`src/design/command_line_tokenizer_unit_defines.svh`:
```
// Assertion macros for the command line tokenizer.
`ifndef COMMAND_LINE_TOKENIZER_UNIT_DEFINES_SVH
`define COMMAND_LINE_TOKENIZER_UNIT_DEFINES_SVH

// Same-cycle implication, checked outside reset.
`define CLTU_ASSERT_NOW(label, ante, cons, msg) \
  label: assert property (@(posedge clk) disable iff (!rst_n) (ante) |-> (cons)) \
    else $error(msg);

// Next-cycle implication, checked outside reset.
`define CLTU_ASSERT_NEXT(label, ante, cons, msg) \
  label: assert property (@(posedge clk) disable iff (!rst_n) (ante) |=> (cons)) \
    else $error(msg);

`endif

```
`src/design/cltu_pkg.sv`:
```
package cltu_pkg;

  localparam int PEND_W = 5;

  localparam logic [1:0] KIND_BYTE      = 2'd0;
  localparam logic [1:0] KIND_TOKEN_END = 2'd1;
  localparam logic [1:0] KIND_LINE_END  = 2'd2;

  localparam logic [7:0] CH_QUOTE     = 8'h22;
  localparam logic [7:0] CH_BACKSLASH = 8'h5C;
  localparam logic [7:0] CH_SPACE     = 8'h20;
  localparam logic [7:0] CH_TAB       = 8'h09;
  localparam logic [7:0] CH_CR        = 8'h0D;

  typedef enum logic [0:0] {
    ST_IDLE,
    ST_RUN
  } ctrl_state_t;

  typedef enum logic [1:0] {
    SEL_BS,
    SEL_TAIL,
    SEL_TEND,
    SEL_LEND
  } emit_sel_t;

  typedef struct packed {
    logic      load;
    logic      emit;
    emit_sel_t sel;
    logic      last;
  } dp_cmd_t;

  typedef struct packed {
    logic bs_nz;
    logic bs_one;
    logic tail;
    logic tend;
    logic eol;
    logic out_free;
  } dp_status_t;

endpackage

```
`src/design/cltu_ctrl.sv`:
```
module cltu_ctrl (
  input  logic                clk,
  input  logic                rst_n,
  input  logic                in_valid,
  output logic                in_stall,
  input  cltu_pkg::dp_status_t status,
  output cltu_pkg::dp_cmd_t    cmd
);
  import cltu_pkg::*;

  ctrl_state_t state_r, state_nxt;

  always_ff @(posedge clk) begin
    if (!rst_n) begin
      state_r <= ST_IDLE;
    end else begin
      state_r <= state_nxt;
    end
  end

  // Drain the plan in order: backslashes, tail result, token end, line end.
  always_comb begin
    state_nxt = state_r;
    cmd       = '0;
    cmd.sel   = SEL_BS;
    in_stall  = 1'b1;
    case (state_r)
      ST_IDLE: begin
        in_stall = 1'b0;
        if (in_valid) begin
          cmd.load  = 1'b1;
          state_nxt = ST_RUN;
        end
      end
      ST_RUN: begin
        if (!status.bs_nz && !status.tail && !status.tend && !status.eol) begin
          state_nxt = ST_IDLE;
        end else if (status.out_free) begin
          cmd.emit = 1'b1;
          if (status.bs_nz) begin
            cmd.sel  = SEL_BS;
            cmd.last = status.bs_one && !status.tail && !status.tend && !status.eol;
          end else if (status.tail) begin
            cmd.sel  = SEL_TAIL;
            cmd.last = !status.eol;
          end else if (status.tend) begin
            cmd.sel  = SEL_TEND;
            cmd.last = 1'b0;
          end else begin
            cmd.sel  = SEL_LEND;
            cmd.last = 1'b1;
          end
          if (cmd.last) begin
            state_nxt = ST_IDLE;
          end
        end
      end
      default: begin
        state_nxt = ST_IDLE;
      end
    endcase
  end

endmodule

```
`src/design/cltu_dp.sv`:
```
module cltu_dp #(
  parameter int MAX_PENDING_BACKSLASHES = 30
) (
  input  logic                 clk,
  input  logic                 rst_n,
  input  logic [7:0]           in_char_in,
  input  logic                 in_end_of_line,
  input  cltu_pkg::dp_cmd_t    cmd,
  output cltu_pkg::dp_status_t status,
  output logic                 out_valid,
  input  logic                 out_stall,
  output logic [1:0]           out_kind,
  output logic [7:0]           out_byte,
  output logic                 out_dropped_backslash,
  output logic                 out_run_last
);
  import cltu_pkg::*;

  localparam logic [PEND_W-1:0] PendMax = PEND_W'(MAX_PENDING_BACKSLASHES);

  // Tokenizer state
  logic              iq_r, iq_nxt;
  logic              eq_r, eq_nxt;
  logic              te_r, te_nxt;
  logic              skip_r, skip_nxt;
  logic [PEND_W-1:0] pend_r, pend_nxt;
  logic              ovf_r, ovf_nxt;

  // Plan of results for the item at work
  logic [PEND_W-1:0] bs_left_r, bs_left_nxt;
  logic              tail_r, tail_nxt;
  logic [1:0]        tail_kind_r, tail_kind_nxt;
  logic [7:0]        tail_byte_r, tail_byte_nxt;
  logic              tend_r, tend_nxt;
  logic              eol_r, eol_nxt;
  logic              ovf_show_r, ovf_show_nxt;

  // Output register
  logic              ov_r, ov_nxt;
  logic [1:0]        ok_r, ok_nxt;
  logic [7:0]        ob_r, ob_nxt;
  logic              od_r, od_nxt;
  logic              ol_r, ol_nxt;

  logic              ws, act, te_mid, te_end;
  logic [PEND_W-1:0] n_a;
  logic              iq_a, eq_a, te_a, skip_a, ovf_a;
  logic [PEND_W-1:0] pend_a;

  always_comb begin
    ws = (in_char_in == CH_SPACE) ||
         ((in_char_in >= CH_TAB) && (in_char_in <= CH_CR));
    act    = !(skip_r && ws);
    iq_a   = iq_r;
    eq_a   = eq_r;
    te_a   = te_r;
    skip_a = skip_r;
    pend_a = pend_r;
    ovf_a  = ovf_r;
    n_a    = '0;
    te_mid = te_r;
    tail_nxt      = 1'b0;
    tail_kind_nxt = KIND_BYTE;
    tail_byte_nxt = in_char_in;
    if (act) begin
      skip_a = 1'b0;
      if (in_char_in == CH_QUOTE) begin
        n_a    = pend_r >> 1;
        te_mid = te_r && (n_a == '0);
        te_a   = te_mid;
        if (!pend_r[0]) begin
          eq_a = iq_r && te_mid;
          iq_a = !iq_r;
        end else begin
          tail_nxt      = 1'b1;
          tail_byte_nxt = CH_QUOTE;
          te_a          = 1'b0;
        end
        pend_a = '0;
      end else if (in_char_in == CH_BACKSLASH) begin
        if (pend_r < PendMax) begin
          pend_a = pend_r + 1'b1;
        end else begin
          ovf_a = 1'b1;
        end
      end else begin
        n_a    = pend_r;
        pend_a = '0;
        tail_nxt = 1'b1;
        if (ws && !iq_r) begin
          tail_kind_nxt = KIND_TOKEN_END;
          tail_byte_nxt = '0;
          te_a          = 1'b1;
          eq_a          = 1'b0;
          skip_a        = 1'b1;
        end else begin
          te_a = 1'b0;
        end
      end
    end
    // Only one of the two backslash counts is nonzero.
    te_end = te_a && !(in_end_of_line && (pend_a != '0));
  end

  always_comb begin
    iq_nxt       = iq_r;
    eq_nxt       = eq_r;
    te_nxt       = te_r;
    skip_nxt     = skip_r;
    pend_nxt     = pend_r;
    ovf_nxt      = ovf_r;
    bs_left_nxt  = bs_left_r;
    tend_nxt     = tend_r;
    eol_nxt      = eol_r;
    ovf_show_nxt = ovf_show_r;
    ov_nxt       = ov_r && out_stall;
    ok_nxt       = ok_r;
    ob_nxt       = ob_r;
    od_nxt       = od_r;
    ol_nxt       = ol_r;
    if (cmd.load) begin
      ovf_show_nxt = ovf_a;
      eol_nxt      = in_end_of_line;
      tend_nxt     = in_end_of_line && (!te_end || iq_a || eq_a);
      bs_left_nxt  = in_end_of_line ? n_a + pend_a : n_a;
      if (in_end_of_line) begin
        iq_nxt   = 1'b0;
        eq_nxt   = 1'b0;
        te_nxt   = 1'b1;
        skip_nxt = 1'b1;
        pend_nxt = '0;
        ovf_nxt  = 1'b0;
      end else begin
        iq_nxt   = iq_a;
        eq_nxt   = eq_a;
        te_nxt   = te_a;
        skip_nxt = skip_a;
        pend_nxt = pend_a;
        ovf_nxt  = ovf_a;
      end
    end
    if (cmd.emit) begin
      ov_nxt = 1'b1;
      od_nxt = ovf_show_r;
      ol_nxt = cmd.last;
      case (cmd.sel)
        SEL_BS: begin
          ok_nxt      = KIND_BYTE;
          ob_nxt      = CH_BACKSLASH;
          bs_left_nxt = bs_left_r - 1'b1;
        end
        SEL_TAIL: begin
          ok_nxt = tail_kind_r;
          ob_nxt = tail_byte_r;
        end
        SEL_TEND: begin
          ok_nxt   = KIND_TOKEN_END;
          ob_nxt   = '0;
          tend_nxt = 1'b0;
        end
        SEL_LEND: begin
          ok_nxt  = KIND_LINE_END;
          ob_nxt  = '0;
          eol_nxt = 1'b0;
        end
        default: begin
          ok_nxt = KIND_LINE_END;
          ob_nxt = '0;
        end
      endcase
    end
  end

  always_ff @(posedge clk) begin
    if (!rst_n) begin
      iq_r       <= 1'b0;
      eq_r       <= 1'b0;
      te_r       <= 1'b1;
      skip_r     <= 1'b1;
      pend_r     <= '0;
      ovf_r      <= 1'b0;
      bs_left_r  <= '0;
      tail_r     <= 1'b0;
      tend_r     <= 1'b0;
      eol_r      <= 1'b0;
      ovf_show_r <= 1'b0;
      ov_r       <= 1'b0;
    end else begin
      iq_r       <= iq_nxt;
      eq_r       <= eq_nxt;
      te_r       <= te_nxt;
      skip_r     <= skip_nxt;
      pend_r     <= pend_nxt;
      ovf_r      <= ovf_nxt;
      bs_left_r  <= bs_left_nxt;
      tend_r     <= tend_nxt;
      eol_r      <= eol_nxt;
      ovf_show_r <= ovf_show_nxt;
      ov_r       <= ov_nxt;
      if (cmd.load) begin
        tail_r <= tail_nxt;
      end else if (cmd.emit && (cmd.sel == SEL_TAIL)) begin
        tail_r <= 1'b0;
      end
    end
  end

  always_ff @(posedge clk) begin
    if (cmd.load) begin
      tail_kind_r <= tail_kind_nxt;
      tail_byte_r <= tail_byte_nxt;
    end
    ok_r <= ok_nxt;
    ob_r <= ob_nxt;
    od_r <= od_nxt;
    ol_r <= ol_nxt;
  end

  assign status.bs_nz    = (bs_left_r != '0);
  assign status.bs_one   = (bs_left_r == PEND_W'(1));
  assign status.tail     = tail_r;
  assign status.tend     = tend_r;
  assign status.eol      = eol_r;
  assign status.out_free = !ov_r || !out_stall;

  assign out_valid             = ov_r;
  assign out_kind              = ok_r;
  assign out_byte              = ob_r;
  assign out_dropped_backslash = od_r;
  assign out_run_last          = ol_r;

endmodule

```
`src/design/command_line_tokenizer_unit.sv`:
```
// Command line tokenizer: splits a byte stream into arguments with the
// common argument quoting rules (backslash runs before a quote, quoted
// spaces, empty quote pairs as empty arguments).
// Input channel: in_valid / in_stall with in_char_in and in_end_of_line,
// one byte per item; in_end_of_line marks the last byte of a line.
// Result channel: out_valid / out_stall with out_kind (argument byte,
// token end, line end), out_byte, out_dropped_backslash and out_run_last,
// which flags the last result caused by an input byte.
// Timing: an item is taken while the block is idle, then its results leave
// one per cycle from the output register while the receiver does not stall;
// the block returns to accept in the cycle after the last result is loaded.
// A backslash or a skipped space without end of line gives no result. The
// single shared output register and the result-per-cycle emit loop keep the
// next item waiting until the last result of the current one is loaded.
// A stalled receiver holds the output register and freezes the emit loop.
// Reset (rst_n low, synchronous) clears quoting, the backslash count and
// the overflow flag and arms leading-whitespace skipping.
module command_line_tokenizer_unit #(
  parameter int MAX_PENDING_BACKSLASHES = 30
) (
  input  logic       clk,
  input  logic       rst_n,
  input  logic       in_valid,
  output logic       in_stall,
  input  logic [7:0] in_char_in,
  input  logic       in_end_of_line,
  output logic       out_valid,
  input  logic       out_stall,
  output logic [1:0] out_kind,
  output logic [7:0] out_byte,
  output logic       out_dropped_backslash,
  output logic       out_run_last
);
  import cltu_pkg::*;

  `include "command_line_tokenizer_unit_defines.svh"

  dp_cmd_t    cmd;
  dp_status_t status;

  // Sequence the results of one item.
  cltu_ctrl u_ctrl (
    .clk      (clk),
    .rst_n    (rst_n),
    .in_valid (in_valid),
    .in_stall (in_stall),
    .status   (status),
    .cmd      (cmd)
  );

  // Hold tokenizer state, plan the results, drive the output register.
  cltu_dp #(
    .MAX_PENDING_BACKSLASHES (MAX_PENDING_BACKSLASHES)
  ) u_dp (
    .clk                   (clk),
    .rst_n                 (rst_n),
    .in_char_in            (in_char_in),
    .in_end_of_line        (in_end_of_line),
    .cmd                   (cmd),
    .status                (status),
    .out_valid             (out_valid),
    .out_stall             (out_stall),
    .out_kind              (out_kind),
    .out_byte              (out_byte),
    .out_dropped_backslash (out_dropped_backslash),
    .out_run_last          (out_run_last)
  );

  // A line end always closes the run of its item.
  `CLTU_ASSERT_NOW(a_line_end_last, out_valid && (out_kind == KIND_LINE_END), out_run_last, "line end not last")
  // Non-byte results carry a zero byte.
  `CLTU_ASSERT_NOW(a_zero_byte, out_valid && (out_kind != KIND_BYTE), out_byte == 8'd0, "nonzero byte on mark")
  // After a taken item the input is stalled in the next cycle.
  `CLTU_ASSERT_NEXT(a_busy_after_take, in_valid && !in_stall, in_stall, "input taken twice in a row")

endmodule

```
`config.mk`:
```
export PLATFORM = sky130hd
export DESIGN_NAME = command_line_tokenizer_unit
export DESIGN_NICKNAME = d
export VERILOG_FILES = /design/src/design/cltu_pkg.sv /design/src/design/cltu_ctrl.sv /design/src/design/cltu_dp.sv /design/src/design/command_line_tokenizer_unit.sv
export VERILOG_INCLUDE_DIRS = /design/src /design/src/design
export SDC_FILE = /design/constraint.sdc
export NUM_CORES = 1
export LEC_CHECK = 0
export BUFFER_PORTS_ARGS = -buffer_cell sky130_fd_sc_hd__buf_2
export CAP_MARGIN = 40
export CELL_PAD_IN_SITES_DETAIL_PLACEMENT = 1
export CELL_PAD_IN_SITES_GLOBAL_PLACEMENT = 1
export CORE_MARGIN = 4
export CORE_UTILIZATION = 42
export CTS_BUF_LIST = sky130_fd_sc_hd__clkbuf_4
export DETAILED_ROUTE_END_ITERATION = 8
export PLACE_DENSITY_LB_ADDON = 0.05
export SYNTH_ARGS = -nofsm -noshare
export SYNTH_HDL_FRONTEND = slang
export SYNTH_SLANG_ARGS = --single-unit
```
`constraint.sdc`:
```
create_clock -name clk -period 3.1 [get_ports clk]
set_input_delay 0.31 -clock clk [delete_from_list [all_inputs] [get_ports clk]]
set_output_delay 0.31 -clock clk [all_outputs]
set_load 0.02 [all_outputs]
```
# Word level (Yosys, flattened, before mapping)

Index checks and enable logic that the tools add are counted.

Mux-type cells: 74
$add $sub $neg: 3
$lt $le $gt $ge: 3
Bitwise logic cells: 2
Eq/ne operators: 8
Reductions and logical operators: 38

Operators by type and width:

| cell                                                 | number |
|---|---|
| two-way mux 5 bit                                    | 12 |
| two-way mux 1 bit                                    | 45 |
| two-way mux 8 bit                                    | 5 |
| case mux 8 bit (3 select lines)                      | 1 |
| equality test 8 x 6 -> 1 bit (second input constant) | 2 |
| logical AND 1 bit                                    | 16 |
| two-way mux 3 bit                                    | 5 |
| two-way mux 4 bit                                    | 3 |
| nonzero test 5 bit                                   | 2 |
| zero test 1 bit                                      | 9 |
| equality test 8 x 7 -> 1 bit (second input constant) | 1 |
| >= comparator 8 x 4 -> 1 bit (second input constant) | 1 |
| <= comparator 8 x 4 -> 1 bit (second input constant) | 1 |
| case mux 2 bit (4 select lines)                      | 1 |
| OR reduction 3 bit                                   | 2 |
| adder 5 x 1 -> 5 bit (second input constant)         | 1 |
| adder 5 bit                                          | 1 |
| equality test 5 x 1 -> 1 bit (second input constant) | 1 |
| zero test 5 bit                                      | 1 |
| < comparator 5 bit (second input constant)           | 1 |
| subtractor 5 x 1 -> 5 bit (second input constant)    | 1 |
| equality test 2 bit (second input constant)          | 2 |
| logical OR 1 bit                                     | 4 |
| equality test 2 x 1 -> 1 bit (second input constant) | 1 |
| other kinds (8)                                      | 9 |

Flip-flop bits (word level): 43
Input port bits: 13

# Logic depth before layout (Yosys ltp)

Gate-level depths: netlist of run 1.

Depth in word-level cells: 16
Mapped depth: 13
Depth with buffers taken out: 13

# Modules after synthesis

Synthesis of run 1 repeated with hierarchy kept, for this count alone.

Cell total of the unflattened synthesis: 277
Area total of the unflattened synthesis: 2,580.0 sq um

By module, submodules not included:

| module    | cells each | area each (sq um) | times used |
|---|---|---|---|
| cltu_dp   | 262        | 2,464.9           | 1 |
| cltu_ctrl | 15         | 115.1             | 1 |

# Worst setup path before layout of run 1

No wires, ideal clock.

Path type: input to register
Start point: input in_char_in[3]
End point: register u_dp.bs_left_r[4]
Setup slack: -25 ps
Required time: 2,973 ps
Library setup time: 127 ps
Stages on the path: 12
Data arrival time: 2,998 ps
Cell sequence: or4b_4 nor3b_4 nor3_1 a22o_1 ha_1 fa_1 a21o_1 a21oi_1 nand2_1 mux2i_1 xor2_1 o22ai_1

Word-level cells in the longest chain between the ends: 10
Elaborated cells between the ends (all ways): 19

Ends and longest elaborated chain:

| element                                                                             | RTL line                          | text |
|---|---|---|
| start, declared                                                                     | command_line_tokenizer_unit.sv:25 | `input logic [7:0] in_char_in,` |
| >= comparator 8 x 4 -> 1 bit / <= comparator 8 x 4 -> 1 bit (equally long branches) | cltu_dp.sv:52                     | `((in_char_in >= CH_TAB) && (in_char_in <= CH_CR));` |
| logical AND 1 bit                                                                   | cltu_dp.sv:52                     |  |
| logical OR 1 bit                                                                    | cltu_dp.sv:51                     | `ws = (in_char_in == CH_SPACE) \|\|` |
| logical AND 1 bit                                                                   | cltu_dp.sv:53                     | `act = !(skip_r && ws);` |
| two-way mux 5 bit                                                                   | cltu_dp.sv:65                     | `if (act) begin` |
| adder 5 bit                                                                         | cltu_dp.sv:125                    | `bs_left_nxt = in_end_of_line ? n_a + pend_a : n_a;` |
| two-way mux 5 bit *                                                                 | cltu_dp.sv:125                    |  |
| two-way mux 5 bit *                                                                 | cltu_dp.sv:121                    | `if (cmd.load) begin` |
| two-way mux 5 bit                                                                   | cltu_dp.sv:146                    | `case (cmd.sel)` |
| two-way mux 5 bit *                                                                 | cltu_dp.sv:142                    | `if (cmd.emit) begin` |
| end signal, assigned                                                                | cltu_dp.sv:195                    | `bs_left_r <= bs_left_nxt;` |
| end, declared                                                                       | cltu_dp.sv:30                     | `logic [PEND_W-1:0] bs_left_r, bs_left_nxt;` |

Every way passes the cells marked *; elsewhere a longest branch is shown, timed or not.
A chain may end at the register's enable or synchronous reset.

# Final worst setup path of run 1

Ends and elaborated chain as after synthesis.

==> impl_metrics.toml, run 1 <==
[sta]
rsz0062_at_grt = "false"
worstMarginPinSlew_ns = 0.7638
whs_ns = 0.1783
tns_ns = 0
slew_violations = 0
slew_headroom_pct = 48.69
finClkSkew_ns = 0.01083
period_share_pct = 90.21
fin_crit_ns = 2.796
hold_viol_final = 0
setup_violations = 0
fmax_mhz = 357.6

[logic_synthesis]
synth_top_area_cell = "edfxtp_1"
yosys-top-cells-count = "25 x nand2_1, 21 x dfxtp_1, 21 x edfxtp_1, 18 x nor2_1, 15 x a21oi_1"
synth_top_area_share_pct = 26.85
ys_top_cells_by_area = "edfxtp_1 27%, dfxtp_1 18%, nand2_1 4.0%, ha_1 3.7%, a21oi_1 3.2%"
mappedNetlistArea_um2 = 2349
synth_nets = 268
async_reset_ff_share_pct = 0
synth_most_common_cell = "nand2_1"
synth_cells = 247
synth_edf_count = 21
yosys_warnings = 0
synth_seq_cells = 42
ys.flop_type = "edfxtp_1"
synth_cell_types = 53
seq_area_frac_synth_pct = 44.75
synth.avg_cell_area_um2 = 9.508

[clock_network]
clockRootBuffer = "clkbuf_4"
hold_buffers = 0
clk_pin_slew_worst_paths_ns = 0.14
post_cts_buffers = 0
clk_latency_ns = 0.35
cts.sinks = 42
cts_tree = "built"
cts_resized = 0
cts_max_level = 2
cts_inserted_buffers = 5
clock_path_buffers = 2

[worst_setup_path]
critPathLaunchType = "input pin"
required_ns = 3.34
crit_arrival_ns = 3.04
reg2reg_depth = 12
timing.rr.end = "u_dp.bs_left_r[4]"
r2r_slack_ns = 0.40
cpLargestDelayFamily = "compound AO/OA/AOI/OAI gates"
crit_chain = "buf_2 -> or4b_4 -> a21oi_4 -> o211a_1 -> nor3_2 -> a22o_1 -> ha_1 -> fa_2 -> a21o_1 -> a21oi_1 -> nand2_1 -> mux2i_1 -> xor2_1 -> o22ai_1"
critPathBufInv = 1
cp_max_fo = 2
end_kind = "flop"
slowest_stage = "or4b_4"
r2r_start = "u_dp.pend_r[3]"
max_stage_delay_ns = 0.57
path_class = "in2reg"

[global_route]
grt_pass1_vias = 2032
grt_overflow = 0
grt_pass1_wl_mm = 10.23
grt_usage_pct = 19.90
grt_max_degree = 17
antenna_found_initial = 0

[placed_design]
hpwlAfterDp_mm = 4.653
dp.cells = 349
gp_congestion = 0.8613
port_buffers = 26

[route]
routed_wirelength_mm = 6.135
drt_iter0_drc = 115
final_antenna_net_count = 0
via_per_inst = 5.714
drc = 0
num_vias = 2040
drt-wirelength-per-cell_um = 17.18
first_pass_iters = 4

[power_and_ir_drop]
pwr-share-seq_pct = 50.0
p_per_area_nw_per_um2 = 469.9
power.internal_uw = 951.9
clkPwrFrac_pct = 34.0
p_sw_uw = 351.5
leakage_nw = 1.136
power_frac_comb_pct = 16.0
sw_frac_of_total_pct = 26.97
ir_drop_v = 0.0001915

[layout]
area_growth_pct = 18.11
layout.nets = 307
drive_above_1_share_pct = 24.39
finalNonFillerCells = 357
antennaDiodeCount = 0

[floorplanning]
die-area_um2 = 6852
die_y_um = 82.78
start_util_pct = 44.56
die_x_um = 82.78
rows = 26
io_pins = 27
design.core.area_um2 = 5270

[flow_run]
maxCapViolations = 0

[min_path]
hold_path.class = "in2reg"
min_path_cells = 1
worstHoldStart = "in_char_in[7]"
hold-path-endpoint = "u_dp.tail_byte_r[7]"

[run_status]
run_status = "finished clean"
==> flip-flops by register name, indices dropped and copies added (netlist names), 2 cells and up <==
signal            flops
u_dp.out_kind         2
u_dp.tail_byte_r      8
u_dp.bs_left_r        5
u_dp.out_byte         8
u_dp.pend_r           5
==> through the flow <==
step	setup WS, ns	util [%]	instance area (µm²)	power (mW)
after floorplan	0.03173	-	2356	0.7958
after global placement	0.04556	50.62	2668	0.8642
after detailed placement	-0.05731	50.62	2668	0.8732
after CTS	0.3057	52.64	2774	1.316
after global routing	0.1772	52.64	2774	1.370
final	0.3036	52.64	2774	1.303
==> placed cells by master (no fill, tap or decap), types with 5 or more instances in the layout <==
cell,n
a21oi_1,15
a22oi_1,5
buf_2,26
buf_4,21
clkbuf_4,5
dfxtp_1,21
edfxtp_1,21
ha_1,7
inv_1,8
mux2i_1,6
nand2_1,25
nand2b_1,6
nand3_1,12
nor2_1,18
nor2b_1,6
nor3_1,10
o21ai_0,12
==> worst max-delay path by stage <==
stage | cells past startpoint | start | slack [ns] | to
6_report | 14 | in_char_in[3] | 0.30 | u_dp.bs_left_r[4]
5_1_grt | 14 | in_char_in[3] | 0.18 | u_dp.bs_left_r[4]
4_1_cts | 14 | in_char_in[3] | 0.31 | u_dp.bs_left_r[4]
3_5_place_dp | 14 | in_char_in[3] | -0.06 | u_dp.bs_left_r[4]
3_3_place_gp | 14 | in_char_in[3] | 0.05 | u_dp.bs_left_r[4]
2_1_floorplan | 12 | in_char_in[3] | 0.03 | u_dp.bs_left_r[4]
==> area by class of cell <==
class                   instances  area [µm²]
inverters                       8       30.03
clock buffers                   5       37.54
clock inverters                 3       68.82
fillers                       636        2496
multi-input cells             182        1211
well taps                      70       87.58
flip-flops and latches         42        1051
repair buffers                 47       287.8
==> kinds of logic after synthesis <==
group / Yosys count / synth area share (%)
AND/OR/NAND/NOR: 104 / 24.93
flip-flops: 42 / 44.75
buffers and inverters: 23 / 3.996
XOR/XNOR: 5 / 1.865
adder cells (fa/ha/maj): 8 / 4.582
AO/OA/AOI/OAI: 59 / 17.31
multiplexers: 6 / 2.557
==> worst register-to-register path, delay by kind of cell (launching register included) <==
family | cells | cell delay (ns)
AO/OA/AOI/OAI | 5 | 0.70
adder cells (fa/ha/maj) | 2 | 0.59
AND/OR/NAND/NOR | 3 | 0.55
flip-flops | 1 | 0.41
multiplexers | 1 | 0.17
XOR/XNOR | 1 | 0.17
==> power by group through the flow <==
stage | Sequential [mW] | Combinational, mW | Clock [mW]
after detailed placement | 0.665 | 0.208 | 0
after CTS | 0.652 | 0.210 | 0.454
final | 0.652 | 0.209 | 0.443
after floorplan | 0.677 | 0.118 | 0
after global routing | 0.657 | 0.232 | 0.482
after global placement | 0.661 | 0.203 | 0
==> layer usage <==
layer | up-vias | share of wire [%] | track usage [%]
li1 | 983 | - | -
met1 | 994 | 44 | 25.41
met2 | 57 | 49 | 34.46
met3 | 6 | 5.1 | 3.456
met4 | 0 | 1.5 | 5.719
met5 | - | 0 | 0
Power figures use the tool's default switching activity.
==> inputs of run 2 (changes only) <==
--- a/config.mk
+++ b/config.mk
@@ -11,10 +11,11 @@
 export CELL_PAD_IN_SITES_DETAIL_PLACEMENT = 1
 export CELL_PAD_IN_SITES_GLOBAL_PLACEMENT = 1
 export CORE_MARGIN = 4
-export CORE_UTILIZATION = 42
+export CORE_UTILIZATION = 50
 export CTS_BUF_LIST = sky130_fd_sc_hd__clkbuf_4
 export DETAILED_ROUTE_END_ITERATION = 8
 export PLACE_DENSITY_LB_ADDON = 0.05
+export SLEW_MARGIN = 25
 export SYNTH_ARGS = -nofsm -noshare
 export SYNTH_HDL_FRONTEND = slang
 export SYNTH_SLANG_ARGS = --single-unit
==> constraint.sdc (replaced) <==
create_clock -name clk -period 3.25 [get_ports clk]
set_input_delay 0.325 -clock clk [delete_from_list [all_inputs] [get_ports clk]]
set_output_delay 0.325 -clock clk [all_outputs]
set_load 0.02 [all_outputs]
==> impl_metrics.toml, run 2 (same netlist as run 1, synthesis figures left out) <==
[global_route]
grt_util_met3_pct = 4.255
antenna_found_initial = 0
grt_pass1_vias = 1940
grt_usage_pct = 20.52
grt_max_degree = 18
met1_usage_pct = 26.94
met2_usage_pct = 34.09
grt_pass1_wl_mm = 9.680
grt_overflow = 0
busiest_layer = "met2"

[route]
final_antenna_net_count = 0
drc = 0
via_per_inst = 5.855
first_pass_iters = 4
num_vias = 1932
routed_wirelength_mm = 5.690
drt_iter0_drc = 74
drt-wirelength-per-cell_um = 17.24

[floorplanning]
die-area_um2 = 5858
rows = 24
die_y_um = 76.54
design.core.area_um2 = 4444
die_x_um = 76.54
io_pins = 27
start_util_pct = 52.84

[clock_network]
cts_inserted_buffers = 5
clock_path_buffers = 2
cts_tree = "built"
hold_buffers = 0
cts_max_level = 2
post_cts_buffers = 0
clockRootBuffer = "clkbuf_4"
cts_resized = 0
cts.sinks = 42
clk_latency_ns = 0.36
clk_pin_slew_worst_paths_ns = 0.13

[sta]
worstMarginPinSlew_ns = 0.7114
slew_violations = 0
fmax_mhz = 344.2
whs_ns = 0.1864
fin_crit_ns = 2.905
rsz0062_at_grt = "false"
hold_viol_final = 0
slew_headroom_pct = 52.21
finClkSkew_ns = 0.01525
period_share_pct = 89.39
setup_violations = 0

[placed_design]
gp_congestion = 0.8097
port_buffers = 26
hpwlAfterDp_mm = 4.349
dp.cells = 322

[worst_setup_path]
path_class = "reg2reg"
end_kind = "flop"
required_ns = 3.49
crit_arrival_ns = 3.15
critPathLaunchType = "flop"
cp_max_fo = 11

[layout]
drive_above_1_share_pct = 21.22
final_common_cell = "buf_2"
finalNonFillerCells = 330
antennaDiodeCount = 0
area_growth_pct = 12.04
final_cell_mix = "26 x buf_2, 25 x nand2_1, 21 x dfxtp_1, 21 x edfxtp_1, 18 x nor2_1"
layout.nets = 298

[run_status]
run_status = "finished clean"

[flow_run]
maxCapViolations = 0

[power_and_ir_drop]
leakage_nw = 1.064
p_per_area_nw_per_um2 = 411.8
power.total_mw = 1.084
ir_drop_v = 0.0001855

[min_path]
hold_path.class = "in2reg"
==> run 2: cell types whose count changed in the layout (fill, tap and decap cells not counted) <==
cell        before  now
nor3_2           4    3
bufinv_16        2    0
nor3_1          10   11
fa_1             0    1
clkinvlp_4       0    2
inv_6            0    1
buf_4           21   12
clkinv_4         1    0
fa_2             1    0
==> run 2: final cells by class <==
| type | count | area, µm² |
|---|---|---|
| Sequential cell | 42 | 1051 |
| Timing Repair Buffer | 38 | 220.2 |
| Clock inverter | 3 | 23.77 |
| Fill cell | 529 | 1813 |
| Multi-Input combinational cell | 182 | 1204 |
| Inverter | 8 | 30.03 |
| Clock buffer | 5 | 37.54 |
| Tap cell | 52 | 65.06 |
==> run 2: worst paths after layout <==
path,from,to,slack [ns],cells after the start
worst max-delay path,u_dp.pend_r[1],u_dp.bs_left_r[4],0.34,12
worst min-delay path,in_char_in[7],u_dp.tail_byte_r[7],0.19,1
worst max register to register,u_dp.pend_r[1],u_dp.bs_left_r[4],0.34,12
worst min register to register,u_dp.ovf_show_r,u_dp.out_dropped_backslash,0.45,0
==> run 2: per-stage QoR <==
| stage | setup WS [ns] | instance area (µm²) | util, % | TNS [ns] |
|---|---|---|---|---|
| 2_1_floorplan | 0.1097 | 2349 | - | 0 |
| 3_3_place_gp | 0.07784 | 2562 | 57.66 | 0 |
| 3_5_place_dp | -0.01642 | 2570 | 57.83 | -0.01642 |
| 4_1_cts | 0.3482 | 2631 | 59.21 | 0 |
| 5_1_grt | 0.1161 | 2631 | 59.21 | 0 |
| 6_report | 0.3448 | 2631 | 59.21 | 0 |
==> run 2: worst max-delay path, stage by stage, from the launching register on <==
cell and delay, ns:
dfxtp_1 0.46, and4_1 0.25, and2_1 0.21, o21ai_0 0.20, o31ai_1 0.15, ha_1 0.26, fa_1 0.40, a21o_1 0.19
a21oi_1 0.18, nand2_1 0.08, mux2i_1 0.18, xor2_1 0.16, o22ai_1 0.09
==> run 2: per-layer routing <==
| metal | part of all wire (%) | vias up |
|---|---|---|
| met5 | 0 | - |
| met4 | 1.4 | 0 |
| met3 | 3.9 | 9 |
| met2 | 48 | 40 |
| met1 | 47 | 913 |
| li1 | - | 970 |
==> run 2: report_power, final <==
part / internal (mW) / total [mW] / switching [mW]
clock network: 0.0867 / 0.271 / 0.184
registers: 0.597 / 0.621 / 0.0245
logic: 0.0682 / 0.191 / 0.123
total: 0.752 / 1.08 / 0.332
==> inputs of run 3 (changes only) <==
==> constraint.sdc (replaced) <==
create_clock -name clk -period 3.4 [get_ports clk]
set_input_delay 0.34 -clock clk [delete_from_list [all_inputs] [get_ports clk]]
set_output_delay 0.34 -clock clk [all_outputs]
set_load 0.02 [all_outputs]
==> impl_metrics.toml, run 3 (same netlist as run 1, synthesis figures left out) <==
[run_status]
run_status = "finished clean"

[sta]
rsz0062_at_grt = "false"
hold_viol_final = 0
fin_crit_ns = 3.010
tns_ns = 0
slew_violations = 0
fmax_mhz = 332.2
slew_headroom_pct = 51.94
setup_violations = 0
whs_ns = 0.2073
worstMarginPinSlew_ns = 0.7154
period_share_pct = 88.53
finClkSkew_ns = 0.01749

[global_route]
antenna_found_initial = 0
grt_usage_pct = 19.70
grt_pass1_vias = 1915
grt_overflow = 0
grt_pass1_wl_mm = 9.370
grt_max_degree = 18

[power_and_ir_drop]
leakage_nw = 1.040
ir_drop_v = 0.0001770
p_per_area_nw_per_um2 = 398.9

[layout]
final_cell_mix = "26 x buf_2, 25 x nand2_1, 21 x dfxtp_1, 21 x edfxtp_1, 18 x nor2_1"
area_growth_pct = 10.44
layout.nets = 293
final_common_cell = "buf_2"
drive_above_1_share_pct = 19.78
antennaDiodeCount = 0
final_util_pct = 58.36

[flow_run]
maxCapViolations = 0

[min_path]
hold_path.class = "in2reg"

[route]
routed_wirelength_mm = 5.485
final_antenna_net_count = 0
via_per_inst = 5.914
first_pass_iters = 4
drt_iter0_drc = 114
drc = 0
num_vias = 1922
drt-wirelength-per-cell_um = 16.88

[clock_network]
cts.sinks = 42
cts_resized = 0
cts_inserted_buffers = 5
post_cts_buffers = 0
clk_pin_slew_worst_paths_ns = 0.13
cts_max_level = 2
clock_path_buffers = 2
cts_tree = "built"
clockRootBuffer = "clkbuf_4"
clk_latency_ns = 0.36
hold_buffers = 0

[worst_setup_path]
required_ns = 3.63
critPathLaunchType = "input pin"
path_class = "in2reg"
crit_arrival_ns = 3.24
cp_max_fo = 5
end_kind = "flop"

[floorplanning]
die_x_um = 76.54
start_util_pct = 52.84
design.core.area_um2 = 4444
io_pins = 27
die_y_um = 76.54
rows = 24
die-area_um2 = 5858

[placed_design]
gp_congestion = 0.8360
port_buffers = 26
hpwlAfterDp_mm = 4.114
run 3: changes by cell type in the layout (fill, tap and decap cells not counted):
cell / previous run / this run
buf_4: 12 / 7
run 3: final cells by class:
class                   instances  area [µm²]
well taps                      52       65.06
multi-input cells             182        1204
repair buffers                 33       182.7
clock buffers                   5       37.54
fillers                       514        1851
flip-flops and latches         42        1051
clock inverters                 3       23.77
inverters                       8       30.03
run 3: through the flow:
stage | setup WS (ns) | instances | instance area (µm²) | power (mW)
2_1_floorplan | 0.2447 | 247 | 2349 | 0.7255
3_3_place_gp | 0.1387 | 316 | 2525 | 0.7791
3_5_place_dp | 0.05033 | 317 | 2532 | 0.7879
4_1_cts | 0.4092 | 325 | 2594 | 1.047
5_1_grt | 0.2079 | 325 | 2594 | 1.090
6_report | 0.3900 | 325 | 2594 | 1.035
run 3: power breakdown:
group	switching [mW]	internal, mW
Sequential	0.0232	0.570
Clock	0.176	0.0829
Combinational	0.118	0.0635
run 3: metal layers:
layer	share of wire [%]	up-vias	GRT usage, %
met5	0	-	0
met4	1.1	0	5.072
met3	3.9	5	3.783
met2	47	35	31.28
met1	48	924	27.52
li1	-	958	-
run 3: critical path, cell delays in order:
cell	delay, ns
buf_2	0.12
or4b_4	0.57
a21oi_4	0.19
o211a_1	0.20
nor3_1	0.10
a22o_1	0.23
ha_1	0.21
fa_1	0.40
a21o_1	0.19
a21oi_1	0.18
nand2_1	0.07
mux2i_1	0.17
xor2_1	0.17
o22ai_1	0.09
run 3: final timing paths:
kind                         from                    endpoint  slack, ns  cells after the start
setup / recovery    in_char_in[3]           u_dp.bs_left_r[4]       0.39                     14
hold / removal      in_char_in[6]         u_dp.tail_byte_r[6]       0.21                      1
setup reg to reg   u_dp.pend_r[4]           u_dp.bs_left_r[4]       0.57                     12
hold reg to reg   u_dp.ovf_show_r  u_dp.out_dropped_backslash       0.45                      0
